**config.mk**
```make
export PLATFORM = sky130hd
export DESIGN_NAME = humidity_temperature_frame_decoder_flat
export DESIGN_NICKNAME = d
export VERILOG_FILES = /design/src/htd_pkg.sv /design/src/htd_if.sv /design/src/htd_crc8.sv /design/src/htd_scale.sv /design/src/humidity_temperature_frame_decoder.sv /design/src/flat_wrapper.sv
export SDC_FILE = /design/constraint.sdc
export NUM_CORES = 1
export LEC_CHECK = 0
export BUFFER_PORTS_ARGS = -buffer_cell sky130_fd_sc_hd__buf_2
export CAP_MARGIN = 40
export CORE_MARGIN = 2
export CORE_UTILIZATION = 60
export CTS_CLUSTER_SIZE = 40
export DETAILED_ROUTE_END_ITERATION = 10
export PLACE_DENSITY = 0.75
export SYNTH_ARGS = -nofsm -noshare
export SYNTH_HDL_FRONTEND = slang
export SYNTH_SLANG_ARGS = --single-unit
```
**constraint.sdc**
```tcl
create_clock -name clk -period 6.6 [get_ports clk]
set_input_delay 1.32 -clock clk [delete_from_list [all_inputs] [get_ports clk]]
set_output_delay 1.32 -clock clk [all_outputs]
set_load 0.1 [all_outputs]
```
**src/htd_pkg.sv**
```systemverilog
// Shared types and constants for the humidity/temperature frame decoder.
// No dependencies; htd_scale, the top level and the bench files refer to this package.
package htd_pkg;

	// Position of a byte within the six-byte measurement frame.
	typedef enum logic [2:0] {
		POS_T_HI  = 3'd0,
		POS_T_LO  = 3'd1,
		POS_T_CRC = 3'd2,
		POS_H_HI  = 3'd3,
		POS_H_LO  = 3'd4,
		POS_H_CRC = 3'd5
	} pos_t;

	// Configuration register indexes.
	localparam logic CFG_POLY  = 1'b0;
	localparam logic CFG_START = 1'b1;

	// Reset values of the configuration registers.
	localparam logic [7:0] POLY_RESET  = 8'h31;
	localparam logic [7:0] START_RESET = 8'hFF;

	// Frame status codes.
	localparam logic STATUS_OK      = 1'b0;
	localparam logic STATUS_CRC_ERR = 1'b1;

	// Fixed-point conversion constants (hundredths).
	localparam logic [14:0] TEMP_SCALE  = 15'd17500;
	localparam logic [14:0] TEMP_OFFSET = 15'd4500;
	localparam logic [13:0] HUMI_SCALE  = 14'd10000;

endpackage

```
**src/htd_if.sv**
```systemverilog
// Channel interfaces of the frame decoder: received bytes in, decoded frames out.
// Depends on nothing; valid/ready handshake with source and sink modports.
interface htd_in_if;
	logic       valid;
	logic       ready;
	logic [7:0] data_byte;
	logic       frame_start;

	modport source (output valid, output data_byte, output frame_start, input ready);
	modport sink   (input valid, input data_byte, input frame_start, output ready);
endinterface

interface htd_out_if;
	logic               valid;
	logic               ready;
	logic signed [14:0] temp_centi_deg;
	logic [13:0]        humi_centi_pct;
	logic [15:0]        raw_temperature;
	logic [15:0]        raw_humidity;
	logic               frame_status;

	modport source (output valid, output temp_centi_deg, output humi_centi_pct,
		output raw_temperature, output raw_humidity, output frame_status, input ready);
	modport sink   (input valid, input temp_centi_deg, input humi_centi_pct,
		input raw_temperature, input raw_humidity, input frame_status, output ready);
endinterface

```
**src/htd_crc8.sv**
```systemverilog
// One-byte update of an MSB-first CRC-8 with a programmable polynomial.
// Purely combinational; no package dependencies.
module htd_crc8 (
	input  logic [7:0] crc_in,
	input  logic [7:0] data,
	input  logic [7:0] poly,
	output logic [7:0] crc_out
);

	// Eight shift-and-conditional-XOR steps, one per data bit.
	always_comb begin
		logic [7:0] c;
		c = crc_in ^ data;
		for (int i = 0; i < 8; i++) begin
			if (c[7]) begin
				c = {c[6:0], 1'b0} ^ poly;
			end else begin
				c = {c[6:0], 1'b0};
			end
		end
		crc_out = c;
	end

endmodule

```
**src/htd_scale.sv**
```systemverilog
// Conversion of the raw sensor words into hundredths of a degree and of a percent.
// Depends on htd_pkg for the scale and offset constants.
module htd_scale (
	input  logic [15:0]        raw_t,
	input  logic [15:0]        raw_h,
	output logic signed [14:0] temp_centi,
	output logic [13:0]        humi_centi
);

	logic [30:0] temp_prod;
	logic [29:0] humi_prod;
	logic [14:0] temp_floor;

	// Constant multiplies; the low 16 bits are dropped as a floor shift.
	assign temp_prod  = {16'd0, htd_pkg::TEMP_SCALE} * {15'd0, raw_t};
	assign humi_prod  = {16'd0, htd_pkg::HUMI_SCALE} * {14'd0, raw_h};
	assign temp_floor = temp_prod[30:16];

	// Offset applied in 15-bit two's complement; the range stays within it.
	assign temp_centi = signed'(temp_floor - htd_pkg::TEMP_OFFSET);
	assign humi_centi = humi_prod[29:16];

endmodule

```
**src/humidity_temperature_frame_decoder.sv**
```systemverilog
// Top level of the humidity/temperature frame decoder: input register, frame
// state, CRC check and result register. Depends on htd_pkg, htd_if, htd_crc8, htd_scale.
//
//   Channel  | Direction | Contents
//   ---------+-----------+-----------------------------------------------------
//   in_ch    | sink      | data_byte, frame_start (one frame byte)
//   out_ch   | source    | temp_centi_deg, humi_centi_pct, raw words, frame_status
//   cfg_*    | write     | index 0 polynomial, index 1 start value
//
// One byte is accepted per cycle unless a stalled out_ch holds a sixth byte. Bytes pass
// the input register; a frame's sixth byte reaches out_ch via the result register.
// The frame state and the output register are updated from the input register
// in a single pass; the CRC unit sits in that path, and both scale multipliers feed
// the result register from the frame state. Reset is asynchronous and clears the
// control state and configuration. A stall on out_ch holds only a sixth byte in the
// input register; other bytes keep flowing while a result waits to be taken.
module humidity_temperature_frame_decoder (
	input  logic      clk,
	input  logic      arst_n,
	htd_in_if.sink    in_ch,
	htd_out_if.source out_ch,
	input  logic      cfg_we,
	input  logic      cfg_index,
	input  logic [7:0] cfg_wdata
);

	// Configuration registers.
	logic [7:0] poly_q;
	logic [7:0] start_q;

	// Input register.
	logic       valid_s1;
	logic [7:0] byte_s1;
	logic       start_s1;

	// Frame state.
	htd_pkg::pos_t pos_q;
	logic [7:0]    crc_q;
	logic [7:0]    high_q;
	logic [7:0]    low_q;
	logic [15:0]   temp_word_q;
	logic          fail_q;

	// Result register.
	logic               out_valid_q;
	logic signed [14:0] temp_q;
	logic [13:0]        humi_q;
	logic [15:0]        raw_t_q;
	logic [15:0]        raw_h_q;
	logic               status_q;

	htd_pkg::pos_t      pos_eff;
	htd_pkg::pos_t      pos_next;
	logic [7:0]         crc_base;
	logic [7:0]         crc_fed;
	logic               step;
	logic               is_last;
	logic [15:0]        raw_h_cur;
	logic signed [14:0] temp_cur;
	logic [13:0]        humi_cur;

	// A frame_start byte, or a position that cannot occur, counts as the first byte.
	assign pos_eff  = (start_s1 || (pos_q > htd_pkg::POS_H_CRC)) ? htd_pkg::POS_T_HI : pos_q;
	assign pos_next = (pos_eff == htd_pkg::POS_H_CRC) ? htd_pkg::POS_T_HI
		: htd_pkg::pos_t'(pos_eff + 3'd1);
	assign is_last  = (pos_eff == htd_pkg::POS_H_CRC);

	// The input register moves on unless it holds a result the output cannot take.
	assign step        = valid_s1 && !(is_last && out_valid_q && !out_ch.ready);
	assign in_ch.ready = !valid_s1 || step;

	// High bytes start a fresh CRC from the start value.
	assign crc_base = ((pos_eff == htd_pkg::POS_T_HI) || (pos_eff == htd_pkg::POS_H_HI))
		? start_q : crc_q;

	htd_crc8 u_crc (
		.crc_in  (crc_base),
		.data    (byte_s1),
		.poly    (poly_q),
		.crc_out (crc_fed)
	);

	assign raw_h_cur = {high_q, low_q};

	htd_scale u_scale (
		.raw_t      (temp_word_q),
		.raw_h      (raw_h_cur),
		.temp_centi (temp_cur),
		.humi_centi (humi_cur)
	);

	// Configuration writes.
	always_ff @(posedge clk or negedge arst_n) begin
		if (!arst_n) begin
			poly_q  <= htd_pkg::POLY_RESET;
			start_q <= htd_pkg::START_RESET;
		end else if (cfg_we) begin
			case (cfg_index)
				htd_pkg::CFG_POLY:  poly_q  <= cfg_wdata;
				htd_pkg::CFG_START: start_q <= cfg_wdata;
				default: ;
			endcase
		end
	end

	// Input register valid flag.
	always_ff @(posedge clk or negedge arst_n) begin
		if (!arst_n) begin
			valid_s1 <= 1'b0;
		end else if (in_ch.valid && in_ch.ready) begin
			valid_s1 <= 1'b1;
		end else if (step) begin
			valid_s1 <= 1'b0;
		end
	end

	// Input register payload.
	always_ff @(posedge clk) begin
		if (in_ch.valid && in_ch.ready) begin
			byte_s1  <= in_ch.data_byte;
			start_s1 <= in_ch.frame_start;
		end
	end

	// Frame state update, one byte per step.
	always_ff @(posedge clk or negedge arst_n) begin
		if (!arst_n) begin
			pos_q       <= htd_pkg::POS_T_HI;
			crc_q       <= htd_pkg::START_RESET;
			high_q      <= 8'd0;
			low_q       <= 8'd0;
			temp_word_q <= 16'd0;
			fail_q      <= 1'b0;
		end else if (step) begin
			pos_q <= pos_next;
			case (pos_eff)
				htd_pkg::POS_T_HI, htd_pkg::POS_H_HI: begin
					crc_q  <= crc_fed;
					high_q <= byte_s1;
				end
				htd_pkg::POS_T_LO: begin
					crc_q       <= crc_fed;
					temp_word_q <= {high_q, byte_s1};
				end
				htd_pkg::POS_T_CRC: begin
					fail_q <= (crc_q != byte_s1);
					crc_q  <= start_q;
				end
				htd_pkg::POS_H_LO: begin
					crc_q <= crc_fed;
					low_q <= byte_s1;
				end
				htd_pkg::POS_H_CRC: begin
					fail_q <= 1'b0;
					crc_q  <= start_q;
				end
				default: ;
			endcase
		end
	end

	// Result register valid flag.
	always_ff @(posedge clk or negedge arst_n) begin
		if (!arst_n) begin
			out_valid_q <= 1'b0;
		end else if (step && is_last) begin
			out_valid_q <= 1'b1;
		end else if (out_ch.ready) begin
			out_valid_q <= 1'b0;
		end
	end

	// Result register payload, loaded on the last byte of a frame.
	always_ff @(posedge clk) begin
		if (step && is_last) begin
			temp_q   <= temp_cur;
			humi_q   <= humi_cur;
			raw_t_q  <= temp_word_q;
			raw_h_q  <= raw_h_cur;
			status_q <= (fail_q || (crc_q != byte_s1)) ? htd_pkg::STATUS_CRC_ERR
				: htd_pkg::STATUS_OK;
		end
	end

	assign out_ch.valid           = out_valid_q;
	assign out_ch.temp_centi_deg  = temp_q;
	assign out_ch.humi_centi_pct  = humi_q;
	assign out_ch.raw_temperature = raw_t_q;
	assign out_ch.raw_humidity    = raw_h_q;
	assign out_ch.frame_status    = status_q;

endmodule

```
**src/flat_wrapper.sv**
```systemverilog
// flat-port wrapper written by rule: the top's interface ports become plain ports
module humidity_temperature_frame_decoder_flat 
  (clk, arst_n, cfg_we, cfg_index, cfg_wdata, in_ch_valid, in_ch_data_byte, in_ch_frame_start, in_ch_ready, out_ch_valid, out_ch_temp_centi_deg, out_ch_humi_centi_pct, out_ch_raw_temperature, out_ch_raw_humidity, out_ch_frame_status, out_ch_ready);
  htd_in_if in_ch_i ();
  htd_out_if out_ch_i ();
  input  logic clk;
  input  logic arst_n;
  input  logic cfg_we;
  input  logic cfg_index;
  input  logic [7:0] cfg_wdata;
  input wire logic [$bits(in_ch_i.valid)-1:0] in_ch_valid;
  input wire logic [$bits(in_ch_i.data_byte)-1:0] in_ch_data_byte;
  input wire logic [$bits(in_ch_i.frame_start)-1:0] in_ch_frame_start;
  output wire logic [$bits(in_ch_i.ready)-1:0] in_ch_ready;
  output wire logic [$bits(out_ch_i.valid)-1:0] out_ch_valid;
  output wire logic [$bits(out_ch_i.temp_centi_deg)-1:0] out_ch_temp_centi_deg;
  output wire logic [$bits(out_ch_i.humi_centi_pct)-1:0] out_ch_humi_centi_pct;
  output wire logic [$bits(out_ch_i.raw_temperature)-1:0] out_ch_raw_temperature;
  output wire logic [$bits(out_ch_i.raw_humidity)-1:0] out_ch_raw_humidity;
  output wire logic [$bits(out_ch_i.frame_status)-1:0] out_ch_frame_status;
  input wire logic [$bits(out_ch_i.ready)-1:0] out_ch_ready;
  assign in_ch_i.valid = in_ch_valid;
  assign in_ch_i.data_byte = in_ch_data_byte;
  assign in_ch_i.frame_start = in_ch_frame_start;
  assign in_ch_ready = in_ch_i.ready;
  assign out_ch_valid = out_ch_i.valid;
  assign out_ch_temp_centi_deg = out_ch_i.temp_centi_deg;
  assign out_ch_humi_centi_pct = out_ch_i.humi_centi_pct;
  assign out_ch_raw_temperature = out_ch_i.raw_temperature;
  assign out_ch_raw_humidity = out_ch_i.raw_humidity;
  assign out_ch_frame_status = out_ch_i.frame_status;
  assign out_ch_i.ready = out_ch_ready;
  humidity_temperature_frame_decoder u_core (.clk(clk), .arst_n(arst_n), .in_ch(in_ch_i), .out_ch(out_ch_i), .cfg_we(cfg_we), .cfg_index(cfg_index), .cfg_wdata(cfg_wdata));
endmodule
```
* Word-level counts from Yosys, hierarchy flattened
Cells that the tools add are included.
W data, S select, Z words.
** Word-level totals
- Bits in latches :: 0
- ROM bits :: 0
- Memories :: 0
- Memory bits (writable) :: 0
- Bits in registers :: 133
- Input port bits :: 23
** Operators by class
- $add $sub $neg :: 2
- Mux-type cells :: 18
- $mul :: 2
- Reduce and logical (&&, ||, !) cells :: 27
- Shifts and indexed selects :: 0
- Magnitude comparators :: 1
- Bitwise operators :: 10
- Divide/modulo/power cells :: 0
- Eq/ne operators :: 6
** Operators with widths (count)
- $mux W8 :: 9
- $xor A8 B8 Y8 :: 9
- $mul A13 B16 Y29 const A :: 1
- $mul A10 B16 Y26 const A :: 1
- $pmux W8 S2 :: 1
- $sub A15 B13 Y15 const B :: 1
- $reduce_and A2 Y1 :: 7
- $ne A8 B8 Y1 :: 1
- $reduce_bool A2 Y1 :: 4
- $eq A3 B2 Y1 const B :: 2
- $eq A3 B3 Y1 const B :: 2
- $mux W3 :: 2
- $logic_and A1 B1 Y1 :: 5
- $mux W1 :: 5
- $logic_or A1 B1 Y1 :: 4
- $reduce_or A2 Y1 :: 2
- $reduce_or A4 Y1 :: 1
- $add A3 B1 Y3 const B :: 1
- $eq A3 B1 Y1 const B :: 1
- $gt A3 B3 Y1 const B :: 1
- $logic_not A1 Y1 :: 3
- $logic_not A3 Y1 :: 1
- $pmux W1 S2 :: 1
- $not A1 Y1 :: 1

* Longest topological paths before layout
Gate-level depths: netlist of run 1.
- Depth in word-level cells :: 24
- Mapped depth :: 24

* Cells and area by module
From an unflattened synthesis of run 1, not the netlist that was laid out.
** Second synthesis, totals
- Cell total of the unflattened synthesis :: 1112
- Area total of the unflattened synthesis :: 12225.5 um2
** Modules (own cells, without submodules)
- htd_scale :: seq. area each 0.0 um2, cells an instance 647, instances 1, area each 5858.1 um2
- humidity_temperature_frame_decoder :: seq. area each 3707.3 um2, cells an instance 268, instances 1, area each 4904.7 um2
- htd_crc8 :: seq. area each 0.0 um2, cells an instance 197, instances 1, area each 1462.7 um2

* Worst setup path before layout of run 1
OpenSTA, ideal clock, no wires.
- Path type :: reg2reg
- From :: register u_core.temp_word_q[3]
- To :: register u_core.temp_q[14] (netlist: u_core.out_ch.temp_centi_deg[14]) (data pin)
- Required time :: 6334 ps
- Stages on the path, launching flop included :: 25
- Arrival time :: 5854 ps
- Path buffers :: 0
- Slack :: 480 ps
- Path through :: dfrtp_1 -> ha_1 -> fa_1 -> ha_1 -> ha_1 -> inv_1 -> fa_1 -> inv_1 -> ha_1 -> a31o_2 -> a21o_1 -> a21o_1 -> a21o_1 -> a2111oi_0 -> o211ai_1 -> a31o_2 -> xnor2_1 -> ha_1 -> nor2_1 -> mux2_2 -> a21o_1 -> o2bb2ai_1 -> maj3_1 -> o21ai_0 -> a311oi_1
** On the way
- Cells in the longest elaborated chain, start to end :: 2
** RTL lines
- start: declaration :: RTL line humidity_temperature_frame_decoder.sv:41 : logic [15:0] temp_word_q;
- start signal: assignment :: RTL line humidity_temperature_frame_decoder.sv:143 : temp_word_q <= {high_q, byte_s1};
- $mul A13 B16 Y29 :: RTL line htd_scale.sv:15 : assign temp_prod = {16'd0, htd_pkg::TEMP_SCALE} * {15'd0, raw_t};
- $sub A15 B13 Y15 :: RTL line htd_scale.sv:20 : assign temp_centi = signed'(temp_floor - htd_pkg::TEMP_OFFSET);
- named net u_core.temp_cur[14] :: RTL line humidity_temperature_frame_decoder.sv:59 : logic signed [14:0] temp_cur;
- end signal: assignment :: RTL line humidity_temperature_frame_decoder.sv:176 : temp_q <= temp_cur;
- end: declaration :: RTL line humidity_temperature_frame_decoder.sv:46 : logic signed [14:0] temp_q;
The timed path passes the listed nets, and every way through them passes these cells.
A chain may end at the register's enable or synchronous reset.

* Final worst setup path of run 1
Same ends and word-level chain as after synthesis.

==> qor.csv, run 1 <==
stage;metric;value;unit
outcome;outcome;complete, no violations;
yosys;synth-adder-area-share;0.3064;
yosys;syn-instance-count;1116;
drt;first_iter_violations;516;
clocking;cts_max_level;4;
clocking;cts.sinks;133;
drt;drt_pre_antenna_iters;5;
sta;hold_slack;0.4816;ns
clocking;postCtsHoldBufs;0;
critical_path;crit_arrival;6.48;ns
clocking;clkTransAtPathRegs;0.06;ns
final_layout;n_antenna_cell;0;
sta;tightestPinTransition;0.8816;ns
yosys;ys_types;81;
die;num_rows;51;
sta;finalCritPeriodShare;0.9573;
sta;fmax;158.3;MHz
yosys;async_flop_share;0.4662;
yosys;synth.largest_area_cell;edfxtp_1;
clocking;cts.root.buffer_cell;clkbuf_16;
critical_path;worst_setup_path_end_kind;flip-flop;
critical_path;reg2reg_to;u_core.out_ch.temp_centi_deg[14]$_DFFE_PP_;
final_layout;drive_gt1_frac;0.1846;
critical_path;cp.required;6.76;ns
clocking;clk_latency;0.43;ns
final_layout;finalNetCount;1472;
yosys;yosys_warnings;0;
die;die_y;144.6;um
die;start_util;0.6098;
grt;grt_start_max_net_pins;63;
yosys;synth_top_family_by_area;adder cells;
drt;viasPerCell;5.568;
yosys;synth-seq-cells;133;
sta;skew;0.01048;ns
final_layout;fillers;1459;
drt;vias;8263;
placed_design;io_buffers;86;
critical_path;setup.worst_path.start_class;flip-flop;
sta;setup_viol_count_final;0;
die;die-area;20920;um^2
drt;drt_wl_total;24260;um
yosys;syn_avg_cell_area;10.63;um^2
die;die_w;144.6;um
grt;grt_pass1_vias;8024;
yosys;synthMuxAreaShare;0.04280;
clocking;cts_made_buffers;17;
yosys;synth_edf_count;71;
critical_path;reg2reg_depth;24;
yosys;yosysSeqAreaShare;0.3124;
critical_path;rrSetupSlack;0.28;ns
hold_path;holdPathEnd;u_core.fail_q$_DFFE_PN0P_;
grt;gr-usage-all-layers;0.2468;
drt;ant_nets;0;
yosys;synth_compound_area_frac;0.1043;
final_layout;area_growth;11.29;%
hold_path;hp-class;reg2reg;
grt;antenna_found_initial;0;
placed_design;gp_congestion;0.8719;
yosys;synth-simple-area-share;0.09352;
critical_path;crit_type;reg2reg;
sta;finalCriticalPeriod;6.318;ns
yosys;synth_area_leaders;edfxtp_1 18%, ha_1 17%, fa_1 13%;
yosys;synth_top_area_share;0.1797;
yosys;synth_ff_type;edfxtp_1;
critical_path;crit_fanout;5;
sta;slew_violations;0;
sta;rsz0062_at_grt;false;
grt;overflow;0;
placed_design;post-dp-hpwl;18300;um
job;max_cap_viol_count;0;
yosys;syn_area;11870;um^2
hold_path;min_from;u_core.fail_q$_DFFE_PN0P_;
grt;grt_pass1_wl;40160;um
drt;wire_per_inst;16.35;um
drt;drc;0;
yosys;syn_nets;1382;
die;pin_count;87;
hold_path;whs_path_depth;1;
die;core;19460;um^2
critical_path;r2r-start;u_core.temp_word_q[3]$_DFFE_PN0P_;
sta;timing.slew.headroom;0.4110;
clocking;clockBufferDepth;2;
yosys;synthXorXnorAreaFrac;0.06937;
clocking;cts_tree;built;
sta;hold_viol_final;0;
cells in the mapped netlist (4+ instances only):
| cell | n |
|---|---|
| a211o_1 | 7 |
| a211oi_1 | 4 |
| a211oi_2 | 4 |
| a21o_1 | 18 |
| a21oi_1 | 34 |
| and2_1 | 10 |
| and3_1 | 15 |
| buf_2 | 4 |
| clkbuf_1 | 20 |
| dfrtp_1 | 43 |
| dfstp_2 | 19 |
| edfxtp_1 | 71 |
| fa_1 | 78 |
| ha_1 | 165 |
| inv_1 | 187 |
| mux2_2 | 38 |
| mux2i_1 | 8 |
| nand2_1 | 74 |
| nand2b_1 | 11 |
| nand3_1 | 16 |
| nand3b_1 | 5 |
| nor2_1 | 43 |
| nor2_2 | 4 |
| nor2b_1 | 9 |
| nor3_1 | 16 |
| o2111ai_1 | 5 |
| o211ai_1 | 5 |
| o21a_1 | 7 |
| o21ai_0 | 28 |
| o21ai_1 | 8 |
| o22ai_1 | 5 |
| o31ai_1 | 5 |
| or3_1 | 6 |
| xnor2_1 | 49 |
| xnor3_1 | 6 |
| xor2_1 | 24 |
state kept, by name (all words and copies together), names as in the netlist, 14 cells and up:
name and count:
u_core.out_ch.raw_temperature 16, u_core.out_ch.temp_centi_deg 15, u_core.temp_word_q 16, u_core.out_ch.raw_humidity 16
u_core.out_ch.humi_centi_pct 14
kinds of logic (layout without fill, tap and decap cells):
logic type,after synthesis,after routing
flops,133,133
xor+xnor,82,82
compound gates,169,169
fa+ha+maj,244,244
simple gates,225,225
mux,46,46
buf+inv,217,320
worst max-delay path: stages (launching register included):
cell,delay [ns]
dfrtp_2,0.44
ha_1,0.33
fa_1,0.47
ha_1,0.31
ha_1,0.28
inv_1,0.05
fa_1,0.54
inv_1,0.05
ha_1,0.29
a31o_2,0.23
a21o_1,0.17
a21o_1,0.18
a21o_1,0.21
a2111oi_4,0.32
o211ai_1,0.20
a31o_2,0.29
xnor2_1,0.17
ha_2,0.22
nor2_1,0.05
mux2_2,0.28
a21o_1,0.21
o2bb2ai_2,0.18
maj3_1,0.35
o21ai_0,0.14
a311oi_1,0.10
area by class of cell:
class | instances | area, um^2 | area share
multi-input cells | 766 | 7357 | 0.5570
flip-flops and latches | 133 | 3709 | 0.2808
inverters | 187 | 701.9 | 0.05314
repair buffers | 101 | 550.5 | 0.04168
clock buffers | 18 | 429.2 | 0.03249
well taps | 265 | 331.6 | 0.02510
clock inverters | 14 | 128.9 | 0.009757
metal layers:
metal | global-route usage | part of all wire | up-vias
met4 | 0.06285 | 0.020 | 0
met5 | 0 | 0 | -
met3 | 0.04272 | 0.045 | 41
met2 | 0.4108 | 0.49 | 232
met1 | 0.3372 | 0.45 | 3994
li1 | - | - | 3996
stage by stage:
stage	setup WS (ns)	TNS (ns)	cell area, um^2	cells	util
after CTS	0.02943	0	13160	1482	0.6761
after global routing	0.02509	0	13210	1484	0.6786
after floorplan	0.4801	0	11870	1116	-
final	0.2820	0	13210	1484	0.6786
after detailed placement	-0.004398	-0.004398	12600	1450	0.6473
after global placement	0.1627	0	12580	1448	0.6462
how the worst max path moves through the flow:
stage	start	endpoint
after floorplan	u_core.temp_word_q[3]$_DFFE_PN0P_	u_core.out_ch.temp_centi_deg[14]$_DFFE_PP_
after global placement	u_core.temp_word_q[2]$_DFFE_PN0P_	u_core.out_ch.temp_centi_deg[14]$_DFFE_PP_
after detailed placement	u_core.temp_word_q[3]$_DFFE_PN0P_	u_core.out_ch.temp_centi_deg[14]$_DFFE_PP_
after CTS	u_core.temp_word_q[3]$_DFFE_PN0P_	u_core.out_ch.temp_centi_deg[14]$_DFFE_PP_
after global routing	u_core.temp_word_q[3]$_DFFE_PN0P_	u_core.out_ch.temp_centi_deg[14]$_DFFE_PP_
final	u_core.temp_word_q[3]$_DFFE_PN0P_	u_core.out_ch.temp_centi_deg[14]$_DFFE_PP_
what timing repair did:
item,in CTS,in global routing
pin swaps,0,2
buffers inserted,0,2
gates resized for setup,1,6
setup endpoints to repair,1,2
endpoints found under the hold margin,0,0
layout by cell type (no fill, tap or decap), types with 6 or more instances in the layout:
cell / n
xnor2_1: 48
a211o_1: 7
nor3_1: 16
buf_4: 14
o21ai_0: 28
clkinvlp_4: 8
clkbuf_16: 17
and3_1: 15
nor2b_1: 9
a21o_1: 18
nand3_1: 16
mux2_2: 38
nand2b_1: 11
or3_1: 6
buf_2: 86
a21oi_1: 34
mux2i_1: 8
xor2_1: 24
ha_1: 164
nor2_1: 42
o21ai_1: 8
nand2_1: 74
xnor3_1: 6
fa_1: 78
o21a_1: 7
and2_1: 10
inv_1: 187
edfxtp_1: 71
dfrtp_1: 42
dfstp_2: 19
Power of run 1 is left out: the tool's default activity adds up to more than one toggle a clock period on the data nets, which glitch-free logic cannot reach.
==> run 2, diff against run 1 <==
--- a/config.mk
+++ b/config.mk
@@ -5,13 +5,14 @@
 export SDC_FILE = /design/constraint.sdc
 export NUM_CORES = 1
 export LEC_CHECK = 0
-export BUFFER_PORTS_ARGS = -buffer_cell sky130_fd_sc_hd__buf_2
+export BUFFER_PORTS_ARGS = -buffer_cell sky130_fd_sc_hd__clkbuf_2
 export CAP_MARGIN = 40
 export CORE_MARGIN = 2
 export CORE_UTILIZATION = 60
 export CTS_CLUSTER_SIZE = 40
 export DETAILED_ROUTE_END_ITERATION = 10
 export PLACE_DENSITY = 0.75
+export SLEW_MARGIN = 10
 export SYNTH_ARGS = -nofsm -noshare
 export SYNTH_HDL_FRONTEND = slang
 export SYNTH_SLANG_ARGS = --single-unit
==> run 2 against run 1 <==
Effect of this change:
- register-to-register slack got worse by 0.03 ns
- non-clock buffer count decreased by 1
- first-iteration DRC count decreased by 4.5%
- via count increased by 0.13%
- cell count about the same
- flip-flop and latch count unchanged
- global-route usage decreased by 0.23 points
- maximum frequency decreased by 0.55%
- count of clock-buffer cells in the layout decreased by 1
- design area about the same
- die area unchanged
- critical path type unchanged
==> qor.csv, run 2 (synthesized netlist as in run 1, its figures left out) <==
stage;metric;value;unit
outcome;outcome;complete, no violations;
drt;ant_nets;0;
final_layout;n_antenna_cell;0;
clocking;cts.sinks;133;
die;start_util;0.6098;
drt;first_iter_violations;493;
final_layout;final_cell_mix;187 x inv_1, 164 x ha_1, 86 x clkbuf_2;
drt;drt_pre_antenna_iters;4;
sta;rsz0062_at_grt;false;
final_layout;layout_commonest_cell;inv_1;
critical_path;reg2reg_depth;24;
clocking;cts_tree;built;
critical_path;worst_setup_path_end_kind;flip-flop;
placed_design;io_buffers;86;
drt;vias;8274;
drt;wire_per_inst;16.22;um
sta;hold_viol_final;0;
job;max_cap_viol_count;0;
grt;grt_pass1_vias;8189;
clocking;cts.root.buffer_cell;clkbuf_16;
hold_path;hp-class;reg2reg;
critical_path;rrSetupSlack;0.25;ns
die;die_y;144.6;um
die;die-area;20920;um^2
clocking;postCtsHoldBufs;0;
critical_path;setup.worst_path.start_class;flip-flop;
critical_path;r2r-start;u_core.temp_word_q[3]$_DFFE_PN0P_;
grt;grt_pass1_wl;39810;um
critical_path;cp.required;6.77;ns
clocking;clkTransAtPathRegs;0.06;ns
clocking;cts_made_buffers;17;
clocking;clockBufferDepth;2;
final_layout;finalNetCount;1471;
drt;viasPerCell;5.579;
clocking;clk_latency;0.43;ns
sta;finalCritPeriodShare;0.9626;
final_layout;drive_gt1_frac;0.1856;
sta;finalCriticalPeriod;6.353;ns
critical_path;crit_type;reg2reg;
sta;tightestPinTransition;0.9018;ns
hold_path;min_from;u_core.fail_q$_DFFE_PN0P_;
grt;antenna_found_initial;0;
sta;fmax;157.4;MHz
grt;grt_start_max_net_pins;63;
sta;setup_viol_count_final;0;
hold_path;whs_path_depth;1;
sta;timing.slew.headroom;0.3975;
drt;drt_wl_total;24050;um
clocking;cts_max_level;4;
sta;hold_slack;0.4852;ns
die;num_rows;51;
grt;overflow;0;
die;core;19460;um^2
final_layout;area_growth;11.40;%
placed_design;post-dp-hpwl;18290;um
die;die_w;144.6;um
placed_design;gp_congestion;0.8703;
grt;gr-usage-all-layers;0.2445;
die;pin_count;87;
sta;slew_violations;0;
critical_path;crit_arrival;6.53;ns
critical_path;reg2reg_to;u_core.out_ch.temp_centi_deg[14]$_DFFE_PP_;
sta;finalSetupTns;0;ns
hold_path;holdPathEnd;u_core.fail_q$_DFFE_PN0P_;
sta;skew;0.01096;ns
critical_path;crit_fanout;5;
drt;drc;0;
run 2: cell count changes in the layout (fill, tap and decap cells not counted):
cell | previous run | this run
buf_2 | 86 | 0
buf_4 | 14 | 13
clkbuf_1 | 1 | 0
clkbuf_2 | 0 | 86
clkinv_2 | 0 | 1
clkinv_4 | 0 | 3
clkinvlp_4 | 8 | 3
inv_8 | 0 | 2
o21ai_0 | 28 | 27
o21ai_1 | 8 | 9
xnor2_1 | 48 | 47
xnor2_2 | 4 | 5
run 2: layer usage:
layer,part of all wire,GRT usage,vias to the layer above
li1,-,-,3990
met1,0.45,0.3286,4059
met2,0.49,0.4118,195
met3,0.040,0.03841,30
met4,0.018,0.07154,0
met5,0,0,-
run 2: layout make-up:
class / instances / area (um^2)
clock buffer: 17 / 425.4
clock inverter: 15 / 145.1
fill: 1474 / 6242
inverter: 187 / 701.9
multi-input combinational: 766 / 7365
sequential: 133 / 3709
tap: 265 / 331.6
timing repair buffer: 100 / 543.0
run 2: worst max-delay path, cell delays in order (launching register included):
cell and delay (ns):
dfrtp_1 0.42, ha_1 0.33, fa_1 0.47, ha_1 0.30, ha_1 0.28, inv_1 0.06, fa_1 0.54, inv_1 0.04
ha_1 0.28, a31o_2 0.23, a21o_1 0.17, a21o_1 0.17, a21o_1 0.21, a2111oi_4 0.36, o211ai_1 0.22, a31o_2 0.32
xnor2_2 0.13, ha_2 0.23, nor2_1 0.05, mux2_2 0.28, a21o_1 0.22, o2bb2ai_2 0.17, maj3_1 0.36, o21ai_1 0.13
a311oi_1 0.11
run 2: repair_timing:
action	CTS	global route
pin swaps	0	3
hold endpoints to repair	0	0
endpoints found under the setup margin	1	1
resized for setup	2	7
buffers inserted	0	1
run 2: how the worst max path moves through the flow:
stage / to / startpoint / cells after the start
after floorplan: u_core.out_ch.temp_centi_deg[14]$_DFFE_PP_ / u_core.temp_word_q[3]$_DFFE_PN0P_ / 24
after global placement: u_core.out_ch.temp_centi_deg[14]$_DFFE_PP_ / u_core.temp_word_q[2]$_DFFE_PN0P_ / 24
after detailed placement: u_core.out_ch.temp_centi_deg[14]$_DFFE_PP_ / u_core.temp_word_q[3]$_DFFE_PN0P_ / 24
after CTS: u_core.out_ch.temp_centi_deg[14]$_DFFE_PP_ / u_core.temp_word_q[3]$_DFFE_PN0P_ / 24
after global routing: u_core.out_ch.temp_centi_deg[14]$_DFFE_PP_ / u_core.temp_word_q[3]$_DFFE_PN0P_ / 24
final: u_core.out_ch.temp_centi_deg[14]$_DFFE_PP_ / u_core.temp_word_q[3]$_DFFE_PN0P_ / 24
run 2: metrics by stage:
step | cells | setup WS (ns) | utilization | cell area [um^2]
global route | 1483 | 0.01979 | 0.6793 | 13220
detailed placement | 1450 | -0.03182 | 0.6473 | 12600
CTS | 1482 | 0.05758 | 0.6770 | 13180
floorplan | 1116 | 0.4801 | - | 11870
finish | 1483 | 0.2471 | 0.6793 | 13220
global placement | 1448 | 0.1601 | 0.6462 | 12580
Power of run 2 is left out for the same reason.
==> run 3, diff against run 2 <==
--- a/config.mk
+++ b/config.mk
@@ -7,6 +7,7 @@
 export LEC_CHECK = 0
 export BUFFER_PORTS_ARGS = -buffer_cell sky130_fd_sc_hd__clkbuf_2
 export CAP_MARGIN = 40
+export CORE_ASPECT_RATIO = 1.5
 export CORE_MARGIN = 2
 export CORE_UTILIZATION = 60
 export CTS_CLUSTER_SIZE = 40
==> run 3 against run 2 <==
Effect of this change:
- register-to-register slack worse by 0.06 ns
- setup slack lost 0.062 ns
- die area is 0.11% higher
- global-route usage up 0.88 points
- hold slack got worse by 0.0073 ns
- maximum frequency fell by 0.97%
- routed wire length rose by 4.3%
- cell count increased by 0.13%
- design area increased by 0.47%
- flip-flop and latch count unchanged
- critical path type unchanged
==> qor.csv, run 3 (synthesized netlist as in run 1, its figures left out) <==
stage;metric;value;unit
clocking;cts_tree;built;
grt;grt_pass1_wl;41880;um
placed_design;place_ws;0.06417;ns
outcome;outcome;complete, no violations;
clocking;cts.root.buffer_cell;clkbuf_16;
final_layout;drive_gt1_frac;0.1894;
die;die-area;20940;um^2
sta;slew_violations;0;
critical_path;slowest_delay;0.53;ns
clocking;cts_max_level;4;
critical_path;cp_num_buf_inv;3;
sta;timing.slew.headroom;0.4665;
clocking;cts_made_buffers;17;
die;core;19550;um^2
clocking;clk_latency;0.43;ns
sta;fmax;155.9;MHz
sta;finalSetupTns;0;ns
job;max_cap_viol_count;0;
clocking;postCtsHoldBufs;0;
sta;setup_viol_count_final;0;
die;die_y;176.2;um
drt;drc;0;
final_layout;area_growth;11.92;%
die;start_util;0.6071;
drt;drt_wl_total;25100;um
placed_design;io_buffers;86;
final_layout;finalNetCount;1478;
drt;viasPerCell;5.605;
grt;gr-usage-all-layers;0.2533;
die;die_w;118.8;um
drt;vias;8323;
placed_design;gp_congestion;0.9263;
critical_path;crit_arrival;6.67;ns
final_layout;postLayoutCellArea;13280;um^2
drt;wire_per_inst;16.90;um
grt;antenna_found_initial;0;
critical_path;path_delay_family;compound AO/OA/AOI/OAI gates;
placed_design;post-dp-hpwl;19470;um
drt;ant_nets;0;
critical_path;worst_path_max_delay_cell;fa_1;
clocking;cts.sinks;133;
critical_path;cp.required;6.85;ns
sta;layout_setup_ws;0.1849;ns
sta;hold_viol_final;0;
die;num_rows;63;
sta;finalCritPeriodShare;0.9720;
die;pin_count;87;
critical_path;crit_fanout;6;
grt;grt_pass1_vias;8588;
critical_path;crit_chain;ha_1 > fa_1 > ha_1 > ha_1 > inv_1 > fa_1 > inv_1 > ha_1 > a31o_2 > a21o_1 > a21o_1 > a21o_1 > a2111oi_4 > o211ai_1 > buf_4 > nand2_1 > o21ai_1 > a21o_1 > a21oi_1 > o21ai_1 > or2_0 > a211o_1 > a311oi_1;
sta;finalCriticalPeriod;6.415;ns
grt;overflow;0;
drt;drt_pre_antenna_iters;5;
sta;tightestPinTransition;0.8003;ns
critical_path;setup.worst_path.start_class;flip-flop;
clocking;clockBufferDepth;2;
final_layout;n_antenna_cell;0;
clocking;clkTransAtPathRegs;0.06;ns
drt;first_iter_violations;530;
sta;hold_slack;0.4779;ns
critical_path;crit_type;reg2reg;
final_layout;final_cell_mix;187 x inv_1, 164 x ha_1, 86 x clkbuf_2;
critical_path;worst_setup_path_end_kind;flip-flop;
final_layout;fillers;1520;
sta;skew;0.01001;ns
placed_design;placed_area;12640;um^2
final_layout;layout_commonest_cell;inv_1;
grt;grt_start_max_net_pins;63;
hold_path;hp-class;reg2reg;
run 3: through the flow:
stage | util | std cells
CTS | 0.6758 | 1483
finish | 0.6795 | 1485
floorplan | - | 1116
global placement | 0.6449 | 1448
global route | 0.6795 | 1485
detailed placement | 0.6464 | 1451
run 3: area by class of cell:
| cell class | instances | area (um^2) | share of cell area |
|---|---|---|---|
| clock buffer | 22 | 506.7 | 0.03815 |
| clock inverter | 10 | 66.31 | 0.004992 |
| inverter | 187 | 701.9 | 0.05284 |
| multi-input combinational | 766 | 7358 | 0.5540 |
| sequential | 133 | 3709 | 0.2792 |
| tap | 260 | 325.3 | 0.02449 |
| timing repair buffer | 107 | 615.6 | 0.04635 |
run 3: per-layer routing:
layer / up-vias / global-route usage / wire length (um)
met2: 169 / 0.4813 / 13840
met4: 0 / 0.08482 / 733
met5: - / 0 / 0
li1: 4007 / - / -
met3: 43 / 0.03811 / 811
met1: 4104 / 0.2873 / 9708
run 3: path summary, 6_finish.rpt:
check                                             startpoint                                         end  slack, ns  cells past startpoint
max in group asynchronous                             arst_n           u_core.temp_word_q[3]$_DFFE_PN0P_       4.98                      2
setup / recovery           u_core.temp_word_q[3]$_DFFE_PN0P_  u_core.out_ch.temp_centi_deg[14]$_DFFE_PP_       0.18                     23
setup reg to reg           u_core.temp_word_q[3]$_DFFE_PN0P_  u_core.out_ch.temp_centi_deg[14]$_DFFE_PP_       0.18                     23
hold / removal                     u_core.fail_q$_DFFE_PN0P_                   u_core.fail_q$_DFFE_PN0P_       0.48                      1
hold reg to reg                    u_core.fail_q$_DFFE_PN0P_                   u_core.fail_q$_DFFE_PN0P_       0.48                      1
min in group asynchronous                             arst_n                 u_core.valid_s1$_DFFE_PN0P_       1.05                      2
run 3: what timing repair did:
| item | in CTS | in global routing |
|---|---|---|
| gates resized for setup | 0 | 8 |
| endpoints found under the setup margin | 0 | 3 |
| setup buffers | 0 | 1 |
Power of run 3 is left out for the same reason.
